`src/hw/rtl/lns_pkg.sv`:
```
// ----------------------------------------------------------------------------
// lns_pkg
// Types and constants shared by the Lambertian shading pipeline.
// ----------------------------------------------------------------------------
package lns_pkg;

	localparam int CoordW = 24;
	localparam int NormW  = 16;
	localparam int ShadeW = 8;
	localparam int IdxW   = 2;

	localparam logic [IdxW-1:0] REG_LIGHT_X = 2'd0;
	localparam logic [IdxW-1:0] REG_LIGHT_Y = 2'd1;
	localparam logic [IdxW-1:0] REG_LIGHT_Z = 2'd2;

	localparam logic [ShadeW-1:0] SHADE_ZERO_LEN = 8'd127;

	typedef struct packed {
		logic [49:0]        q;
		logic signed [42:0] s;
	} front_t;

	typedef struct packed {
		logic [49:0]       q;
		logic [99:0]       b;
		logic              s_neg;
		logic              q_zero;
		logic [ShadeW-1:0] k;
	} srch_t;

	typedef logic [15:0] a2_tab_t [256];

	function automatic a2_tab_t build_a2_tab();
		a2_tab_t t;
		int      a;
		for (int i = 0; i < 256; i++) begin
			a    = 2 * i - 255;
			t[i] = 16'(a * a);
		end
		return t;
	endfunction

	// Square of (2k - 255) for every candidate level k.
	localparam a2_tab_t A2_TAB = build_a2_tab();

endpackage

```
`src/hw/rtl/lns_square.sv`:
```
// ----------------------------------------------------------------------------
// lns_square
// Squares 255 times the magnitude of the dot product (three stages).
// ----------------------------------------------------------------------------
module lns_square (
	input  logic             clk,
	input  logic             arst_n,
	input  logic             en,
	input  logic             in_valid,
	input  lns_pkg::front_t  in_data,
	output logic             out_valid,
	output lns_pkg::srch_t   out_data
);
	import lns_pkg::*;

	logic        v_s1, v_s2;
	logic [42:0] mag;
	logic [49:0] ub_s1;
	logic [49:0] hh_s2, hl_s2, ll_s2;
	logic [49:0] q_s1, q_s2;
	logic        neg_s1, neg_s2, zero_s1, zero_s2;

	assign mag = in_data.s[42] ? 43'(-in_data.s) : 43'(in_data.s);

	always_ff @(posedge clk or negedge arst_n) begin
		if (!arst_n) begin
			v_s1      <= 1'b0;
			v_s2      <= 1'b0;
			out_valid <= 1'b0;
		end else if (en) begin
			v_s1      <= in_valid;
			v_s2      <= v_s1;
			out_valid <= v_s2;
		end
	end

	always_ff @(posedge clk) begin
		if (en) begin
			ub_s1   <= {mag[41:0], 8'b0} - 50'(mag[41:0]);
			q_s1    <= in_data.q;
			neg_s1  <= in_data.s[42];
			zero_s1 <= (in_data.q == '0);
			hh_s2   <= 50'(ub_s1[49:25]) * 50'(ub_s1[49:25]);
			hl_s2   <= 50'(ub_s1[49:25]) * 50'(ub_s1[24:0]);
			ll_s2   <= 50'(ub_s1[24:0]) * 50'(ub_s1[24:0]);
			q_s2    <= q_s1;
			neg_s2  <= neg_s1;
			zero_s2 <= zero_s1;
			out_data.b      <= {hh_s2, 50'b0} + 100'({hl_s2, 26'b0}) + 100'(ll_s2);
			out_data.q      <= q_s2;
			out_data.s_neg  <= neg_s2;
			out_data.q_zero <= zero_s2;
			out_data.k      <= '0;
		end
	end

endmodule

```
`config.mk`:
```
export PLATFORM = sky130hd
export DESIGN_NAME = lns_square
export DESIGN_NICKNAME = d
export VERILOG_FILES = /design/src/hw/rtl/lns_pkg.sv /design/src/hw/rtl/lns_square.sv
export SDC_FILE = /design/constraint.sdc
export NUM_CORES = 2
export LEC_CHECK = 0
export BUFFER_PORTS_ARGS = -buffer_cell sky130_fd_sc_hd__buf_2
export CAP_MARGIN = 0
export CORE_MARGIN = 2
export CORE_UTILIZATION = 45
export DETAILED_ROUTE_END_ITERATION = 6
export GPL_ROUTABILITY_DRIVEN = 0
export GPL_TIMING_DRIVEN = 0
export PLACE_DENSITY_LB_ADDON = 0.2
export SLEW_MARGIN = 15
export SYNTH_ARGS = -nofsm -noshare
export SYNTH_HDL_FRONTEND = slang
export SYNTH_SLANG_ARGS = --single-unit
```
`constraint.sdc`:
```
create_clock -name clk -period 7.8 [get_ports clk]
set_clock_uncertainty 0.2 [all_clocks]
set_input_delay 0.39 -clock clk [delete_from_list [all_inputs] [get_ports clk]]
set_output_delay 0.39 -clock clk [all_outputs]
set_load 0.01 [all_outputs]
```
==> impl_metrics.json <==
{
  "violations": "design-rule violations, negative setup slack",
  "synth.area.top_cells": "fa_1, edfxtp_1, ha_1",
  "end_kind": "flop",
  "max-slew-margin-rel": 0.230,
  "dpl.hpwl_mm": 203,
  "grt_max_degree": 116,
  "rsz0062_at_grt": "yes",
  "status": "finished, violations left",
  "rows": 151,
  "synth.avg_cell_area_um2": 9.74,
  "yosysWarnings": 0,
  "die_x_um": 417,
  "yosysTopAreaCell": "fa_1",
  "numCtsBuffers": 53,
  "use_met2": 0.462,
  "critical-path-slowest-cell": "edfxtp_1",
  "ant_nets": 0,
  "synth_seq_cells": 456,
  "cts_htree_levels": 2,
  "io_buffers": 243,
  "hp-class": "in -> reg",
  "start_util": 0.453,
  "ys.flop_type": "edfxtp_1",
  "clockBufferDepth": 3,
  "drtIter0Drc": 5710,
  "area_delta_synth_final_pct": 16.3,
  "die_y_um": 417,
  "drc": 1,
  "cts_tree": "built",
  "grt_usage": 0.300,
  "cp_max_fo": 10,
  "dp.cells": 10374,
  "syn-cell-area_um2": 76900,
  "synthCells": 7900,
  "design.core.area_um2": 170000,
  "start_kind": "flop",
  "clock_tree.root_cell": "clkbuf_16",
  "crit_type": "reg -> reg",
  "wirelength_mm": 261,
  "crit_arrival_ps": 8200,
  "fin_crit_sh": 1.02,
  "yosysTopAreaCellShare": 0.380,
  "grt_overflow": 0,
  "finalSetupViolCount": 13,
  "fin_nets": 10690,
  "synthArstFlopShare": 0.00658,
  "grt_pass1_wl_mm": 383,
  "num_io_pins": 258,
  "dr_total_vias": 59129,
  "drive_gt1_frac": 0.137,
  "cp.required_ps": 8030,
  "clkSinkCount": 456,
  "path_clk_slew_ps": 60,
  "tightest_slew_ps": 1150,
  "cp_common_cell": "fa_1",
  "wire_per_inst_um": 24.3,
  "synth_edf_count": 453,
  "fmax_ghz": 0.126,
  "die_area_um2": 174000,
  "period_needed_ps": 7960,
  "first_pass_iters": 7,
  "yosysUniqueCellTypes": 95,
  "insertion_delay_ps": 730,
  "antenna_found_initial": 32,
  "max_stage_delay_ps": 620,
  "yosysSeqAreaShare": 0.178,
  "cap_violations": 0,
  "vias_per_cell": 5.49,
  "grt_pass1_vias": 60520,
  "use_met1": 0.380,
  "gr-usage-met3": 0.0873,
  "drv_slew": 0,
  "final_hold_viol_count": 0,
  "setup_ws_ps": -162,
  "top_usage_layer": "met2",
  "layout.cells.non_filler": 10774
}
-- path summary, 6_finish.rpt --
path	slack, ps	endpoint	startpoint	cells after the start
hold reg to reg	200	q_s2[30]	q_s1[30]	0
hold / removal	30	ub_s1[47]	in_data[39]	3
setup / recovery	-160	hh_s2[49]	ub_s1[25]	25
min in group asynchronous	370	out_valid	arst_n	3
max in group asynchronous	6890	v_s2	arst_n	3
setup reg to reg	-160	hh_s2[49]	ub_s1[25]	25
-- flip-flops by register name, indices dropped and copies added, names as in the netlist, 49 cells and up --
name	flops
hh_s2	49
q_s2	50
ll_s2	49
hl_s2	50
out_data	151
ub_s1	50
q_s1	50
-- cell families after synthesis --
logic type / count (synthesis) / synth area share
buf+inv: 2327 / 0.114
fa+ha+maj: 2102 / 0.484
simple gates: 1929 / 0.122
compound gates: 762 / 0.0644
flops: 456 / 0.178
xor+xnor: 310 / 0.0358
mux: 13 / 0.00177
other cells: 1 / 0.0000487
-- area by class of cell --
type	instances	area [µm²]
Fill cell	15310	80200
Multi-Input combinational cell	5125	56300
Sequential cell	456	13700
Inverter	2006	7600
Timing Repair Buffer	553	4100
Buffer	296	3290
Tap cell	2218	2780
Clock buffer	61	1360
Clock inverter	36	380
Antenna cell	23	57.6
-- timing repair --
item / in CTS / in global routing
setup buffers: 140 / 106
hold buffers: 58 / 0
endpoints found under the hold margin: 110 / 0
cloned: 0 / 1
setup endpoints to repair: 105 / 53
gates resized for setup: 774 / 437
pin swaps: 47 / 162
-- layer usage --
metal,up-vias,wire (µm)
met2,3304,115000
met1,29586,98100
li1,25294,-
met3,911,29700
met4,34,18300
met5,-,287
-- critical path: cells and delay by family, from the launching register on --
family          cells  cell delay [ps]
mux                 1               90
fa+ha+maj           8             3800
compound gates      3              660
flops               1              620
buf+inv             6              920
simple gates        7             1410
-- stage by stage --
step                hold slack [ps]  cell area [µm²]  setup WS, ps  setup TNS [ps]  utilization
CTS                            24.5            87300         -3.88           -3.88        0.515
global placement              -15.8            81000         -2990         -579430        0.477
global route                   61.6            89400          -231           -2330        0.527
detailed placement            -9.81            81100         -2770         -153900        0.478
floorplan                      -106            77000           184               0            -
finish                         28.1            89500          -162           -1160        0.527
-- synthesized netlist by cell type, drive strengths merged (40+ instances only) --
cell type and count:
a21oi 235, nand4 43, nor2 278, fa 1459, nand3 70, and3 40
a21o 130, ha 643, nor3 43, inv 2003, nand2 805, clkbuf 292
xor2 113, o21ai 137, and2 487, edfxtp 453, xnor2 197
-- cells in the final DEF, fill, tap and decap left out, types with 40 or more instances in the layout --
cell	instances
clkbuf_8	42
fa_1	1434
nand4_1	41
ha_1	594
a21o_1	130
o21ai_0	112
a21oi_1	203
dlygate4sd3_1	58
inv_1	1962
clkbuf_16	88
xnor2_1	180
nand3_1	65
clkbuf_1	61
buf_2	257
buf_4	242
xor2_1	103
nor2_1	251
clkbuf_4	41
edfxtp_1	453
nand2_1	769
buf_6	40
nor3_1	42
and2_1	471
Power is left out: the tool's default activity adds up to more than one toggle a clock period on the data nets, which glitch-free logic cannot reach.
