--- src/hw/rtl/lns_pkg.sv ---
// ----------------------------------------------------------------------------
// lns_pkg
// Types and constants shared by the Lambertian shading pipeline.
// ----------------------------------------------------------------------------
package lns_pkg;

	localparam int CoordW = 24;
	localparam int NormW  = 16;
	localparam int ShadeW = 8;
	localparam int IdxW   = 2;

	localparam logic [IdxW-1:0] REG_LIGHT_X = 2'd0;
	localparam logic [IdxW-1:0] REG_LIGHT_Y = 2'd1;
	localparam logic [IdxW-1:0] REG_LIGHT_Z = 2'd2;

	localparam logic [ShadeW-1:0] SHADE_ZERO_LEN = 8'd127;

	typedef struct packed {
		logic [49:0]        q;
		logic signed [42:0] s;
	} front_t;

	typedef struct packed {
		logic [49:0]       q;
		logic [99:0]       b;
		logic              s_neg;
		logic              q_zero;
		logic [ShadeW-1:0] k;
	} srch_t;

	typedef logic [15:0] a2_tab_t [256];

	function automatic a2_tab_t build_a2_tab();
		a2_tab_t t;
		int      a;
		for (int i = 0; i < 256; i++) begin
			a    = 2 * i - 255;
			t[i] = 16'(a * a);
		end
		return t;
	endfunction

	// Square of (2k - 255) for every candidate level k.
	localparam a2_tab_t A2_TAB = build_a2_tab();

endpackage

--- src/hw/rtl/lns_step.sv ---
// ----------------------------------------------------------------------------
// lns_step
// One bit of the shade level search: multiply stage, then compare stage.
// ----------------------------------------------------------------------------
module lns_step (
	input  logic                        clk,
	input  logic                        arst_n,
	input  logic                        en,
	input  logic                        in_valid,
	input  lns_pkg::srch_t              in_data,
	input  logic [lns_pkg::ShadeW-1:0]  step_bit,
	output logic                        out_valid,
	output lns_pkg::srch_t              out_data
);
	import lns_pkg::*;

	logic              v_s1;
	srch_t             d_s1;
	srch_t             nxt;
	logic [65:0]       prod_s1;
	logic [ShadeW-1:0] cand, cand_s1;
	logic [99:0]       lhs;
	logic              ok;

	assign cand    = in_data.k | step_bit;
	assign cand_s1 = d_s1.k | step_bit;
	assign lhs     = {6'b0, prod_s1, 28'b0};

	// Levels up to 127 have a negative threshold, the rest a positive one.
	always_comb begin
		if (!cand_s1[ShadeW-1]) begin
			ok = !d_s1.s_neg || (d_s1.b <= lhs);
		end else begin
			ok = !d_s1.s_neg && (lhs <= d_s1.b);
		end
	end

	always_comb begin
		nxt   = d_s1;
		nxt.k = ok ? cand_s1 : d_s1.k;
	end

	always_ff @(posedge clk or negedge arst_n) begin
		if (!arst_n) begin
			v_s1      <= 1'b0;
			out_valid <= 1'b0;
		end else if (en) begin
			v_s1      <= in_valid;
			out_valid <= v_s1;
		end
	end

	always_ff @(posedge clk) begin
		if (en) begin
			d_s1     <= in_data;
			prod_s1  <= 66'(A2_TAB[cand]) * 66'(in_data.q);
			out_data <= nxt;
		end
	end

	a_high_bits_kept: assert property (@(posedge clk) disable iff (!arst_n)
		en && v_s1 |=> (out_data.k & ~step_bit) == $past(d_s1.k & ~step_bit))
		else $error("search step altered a decided level bit");

	a_low_bits_clear: assert property (@(posedge clk) disable iff (!arst_n)
		en && v_s1 |=> (out_data.k & (step_bit - 8'd1)) == '0)
		else $error("search step set an undecided level bit");

endmodule

--- config.mk ---
export PLATFORM = sky130hd
export DESIGN_NAME = lns_step
export DESIGN_NICKNAME = d
export VERILOG_FILES = /design/src/hw/rtl/lns_pkg.sv /design/src/hw/rtl/lns_step.sv
export SDC_FILE = /design/constraint.sdc
export NUM_CORES = 2
export LEC_CHECK = 0
export ABC_CLOCK_PERIOD_IN_PS = 3680
export BUFFER_PORTS_ARGS = -buffer_cell sky130_fd_sc_hd__buf_2
export CAP_MARGIN = 20
export CORE_ASPECT_RATIO = 0.5
export CORE_MARGIN = 8
export CORE_UTILIZATION = 55
export CTS_BUF_LIST = sky130_fd_sc_hd__clkbuf_8 sky130_fd_sc_hd__clkbuf_16
export DETAILED_ROUTE_END_ITERATION = 8
export PLACE_DENSITY_LB_ADDON = 0.15
export SYNTH_ARGS = -nofsm -noshare
export SYNTH_HDL_FRONTEND = slang
export SYNTH_SLANG_ARGS = --single-unit
--- constraint.sdc ---
create_clock -name clk -period 3.68 [get_ports clk]
set_input_delay 0.368 -clock clk [delete_from_list [all_inputs] [get_ports clk]]
set_output_delay 0.368 -clock clk [all_outputs]
set_load 0.1 [all_outputs]
==> qor.json <==
{
  "synthesis": {
    "syn-cell-area_sq_um": 37600,
    "synth_nets": 4530,
    "yosysUniqueCellTypes": 72,
    "synth_largest_type_area_fraction_pct": 30.6,
    "synth_ff_type": "sky130_fd_sc_hd__edfxtp_1",
    "netlist.top_cell.by_area": "sky130_fd_sc_hd__edfxtp_1",
    "netlist_instances": 3537,
    "synth.top_cells.by_area": "sky130_fd_sc_hd__edfxtp_1 31%, sky130_fd_sc_hd__fa_1 30%, sky130_fd_sc_hd__ha_1 8.3%",
    "synth_seq_area_share_pct": 30.7,
    "post_synth.cell_area_avg_sq_um": 10.6,
    "synthArstFlopShare_pct": 0.519,
    "yosys_register_bits": 385,
    "synthesis.yosys.warnings": 0,
    "synth_edf_count": 383
  },
  "outcome": {
    "violations_in_the_final_reports": "negative setup slack",
    "result_of_the_run": "finished with violations"
  },
  "worst_setup_path": {
    "setup.reg_to_reg.worst_slack_ps": 170,
    "critical_path.top_delay_family": "adder cells",
    "path_depth": 37,
    "crit-reg2reg-launch": "d_s1[101]$_DFFE_PP_",
    "cp_slowest_stage_delay_ps": 600,
    "worstSetupEndpointType": "register",
    "crit_fanout": 5,
    "critical-path-top-cell-by-count": "sky130_fd_sc_hd__fa_1",
    "required_ps": 4000,
    "crit_slowest_cell": "sky130_fd_sc_hd__fa_2",
    "critPathLaunchType": "input pin",
    "cp.arrival_ps": 8360,
    "path_buf_inv": 9,
    "critical_path_class": "in -> reg",
    "worstRegToRegCells": 14,
    "worst_r2r_endpoint": "out_data[4]$_DFFE_PP_"
  },
  "die": {
    "placement_rows": 67,
    "core_area_sq_um": 67300,
    "die-width_microns": 386,
    "dieArea_sq_um": 77500,
    "floorplan.die.height_microns": 201,
    "start_util_pct": 55.9,
    "ios": 333
  },
  "clock_tree": {
    "tritoncts.num_buffers": 35,
    "tritoncts": "yes",
    "clock_tree.htree_level_count": 2,
    "clk-insertion-delay-late_ps": 580,
    "cts_sinks": 385,
    "cts_buffer_depth": 3,
    "clock_tree.root_cell": "sky130_fd_sc_hd__clkbuf_16",
    "clock_transition_at_path_regs_ps": 60
  },
  "timing": {
    "total_of_endpoints_with_negative_setup_slack_in_the_final_report": 60,
    "final_max_slew_viol_count": 0,
    "timing.final.crit_share_pct": 219,
    "post-route-min-period_ps": 8040,
    "clock-skew-final_ps": 25.1,
    "timing.final.hold_violations": 0,
    "worst_slew_pin_slew_ps": 768,
    "post_layout_worst_setup_margin_ps": -4360,
    "tns_ps": -213750,
    "fmaxAchievable_mhz": 124,
    "slew_headroom_pct": 48.8,
    "rsz0062_at_grt": "true"
  },
  "routing": {
    "routed_wl_met3_microns": 11200,
    "vias": 29740,
    "first_pass_iters": 5,
    "met2_wirelength_microns": 57500,
    "detail_route.drc_violations": 0,
    "drt-met1-wl_microns": 47600,
    "wl_microns": 121000,
    "dr.first_iter.drc_count": 2232,
    "via_per_inst": 5.49,
    "top_signal_layer_used": "met4",
    "route.antenna.remaining_nets": 0,
    "wire_per_inst_microns": 22.3
  },
  "global_routing": {
    "grt-ovfl-total": 0,
    "first_global_vias": 31788,
    "antenna_violations_before_repair": 5,
    "groute.usage.overall_pct": 30.3,
    "grt_start_max_net_pins": 83,
    "global_route_wire_length_before_repair_microns": 182000
  },
  "cells_and_area": {
    "final_net_count": 5483,
    "layout-area-overhead-vs-synth_pct": 34.5,
    "most_common_library_cell_in_the_layout_ignoring_fill_and_taps": "sky130_fd_sc_hd__inv_1",
    "layout.cells.most_common_list": "637 x sky130_fd_sc_hd__inv_1, 539 x sky130_fd_sc_hd__fa_1, 516 x sky130_fd_sc_hd__buf_4, 383 x sky130_fd_sc_hd__edfxtp_1, 354 x sky130_fd_sc_hd__nand2_1",
    "drive_above_1_share_pct": 32.0
  },
  "placed_design": {
    "port-buffer-count": 332,
    "placer_congestion": 0.959,
    "place_hpwl_microns": 89500
  },
  "min_path": {
    "min_delay_path_depth": 1,
    "hold_path_startpoint": "in_data[2]",
    "holdPathEnd": "d_s1[2]$_DFFE_PP_",
    "holdCritPathClass": "in -> reg"
  },
  "flow_run": {
    "max-cap-violations": 0
  }
}
-- worst reg2reg max path: stages (launching register included) --
cell                       delay (ps)
sky130_fd_sc_hd__edfxtp_1         400
sky130_fd_sc_hd__inv_1             80
sky130_fd_sc_hd__ha_1             300
sky130_fd_sc_hd__and4_1           200
sky130_fd_sc_hd__nand3_1          110
sky130_fd_sc_hd__or3_1            430
sky130_fd_sc_hd__or4_4            600
sky130_fd_sc_hd__a21oi_2          140
sky130_fd_sc_hd__buf_4            150
sky130_fd_sc_hd__o21ai_0           80
sky130_fd_sc_hd__buf_4            160
sky130_fd_sc_hd__nand2_1          100
sky130_fd_sc_hd__a21boi_4         230
sky130_fd_sc_hd__buf_12           170
sky130_fd_sc_hd__o31ai_1          100
-- how the worst max path moves through the flow --
stage | endpoint | from
3_5_place_dp | prod_s1[55]$_DFFE_PP_ | in_data[1]
2_1_floorplan | prod_s1[55]$_DFFE_PP_ | in_data[0]
3_3_place_gp | prod_s1[55]$_DFFE_PP_ | in_data[0]
5_1_grt | prod_s1[55]$_DFFE_PP_ | in_data[1]
4_1_cts | prod_s1[55]$_DFFE_PP_ | step_bit[0]
6_report | prod_s1[55]$_DFFE_PP_ | in_data[1]
-- cells by family (layout without fill, tap and decap cells) --
family / Yosys count / after routing / synth area share [%]
xor+xnor: 61 / 61 / 1.42
other cells: 0 / 5 / 0
buf+inv: 860 / 1840 / 8.64
flops: 385 / 385 / 30.7
mux: 2 / 2 / 0.0599
simple gates: 976 / 976 / 13.0
compound gates: 432 / 432 / 7.47
fa+ha+maj: 821 / 821 / 38.7
-- metal layers --
layer  GRT usage [%]  vias to the layer above
li1                -                    13187
met1            39.2                    14937
met2            50.0                     1320
met3            7.59                      296
met4            9.74                        0
met5               0                        -
-- flip-flops by register name, indices dropped and copies added (netlist names) --
signal / flops
out_valid: 1
prod_s1: 63
v_s1: 1
out_data: 160
d_s1: 160
-- cell type report --
class / count / area (sq um)
well taps: 897 / 1120
flip-flops and latches: 385 / 11600
clock buffers: 36 / 890
repair buffers: 1093 / 8770
inverters: 683 / 2590
diodes: 5 / 12.5
fillers: 4525 / 16700
clock inverters: 28 / 260
multi-input cells: 2292 / 25400
-- through the flow --
step	hold WS (ps)	cell area [sq um]	instances	utilization [%]	worst slack (ps)
after floorplan	72.4	38600	3537	-	-4100
after CTS	16.0	49200	5372	73.1	-4130
after global routing	20.5	50600	5417	75.1	-4570
after global placement	152	45100	5156	67.1	-5180
after detailed placement	155	45100	5156	67.1	-5320
final	46.3	50600	5419	75.1	-4360
-- synth_stat cells, types with 14 or more instances --
cell and count:
sky130_fd_sc_hd__fa_1 572, sky130_fd_sc_hd__clkbuf_1 150, sky130_fd_sc_hd__a21o_1 75, sky130_fd_sc_hd__a21oi_1 116
sky130_fd_sc_hd__a31oi_1 20, sky130_fd_sc_hd__and2_1 351, sky130_fd_sc_hd__inv_1 681, sky130_fd_sc_hd__nor2_1 80
sky130_fd_sc_hd__edfxtp_1 383, sky130_fd_sc_hd__nand2_1 402, sky130_fd_sc_hd__o31ai_1 14, sky130_fd_sc_hd__nand3_1 27
sky130_fd_sc_hd__o21ai_0 82, sky130_fd_sc_hd__nand4_1 35, sky130_fd_sc_hd__ha_1 249, sky130_fd_sc_hd__xor2_1 24
sky130_fd_sc_hd__xnor2_1 37, sky130_fd_sc_hd__buf_2 15
-- what timing repair did --
action	CTS	global route
hold buffers	107	0
gates cloned	6	4
gates resized for setup	261	226
pin swaps	140	191
setup endpoints to repair	61	69
endpoints found under the hold margin	108	0
setup buffers	53	50
Power is left out: the tool's default activity adds up to more than one toggle a clock period on the data nets, which glitch-free logic cannot reach.
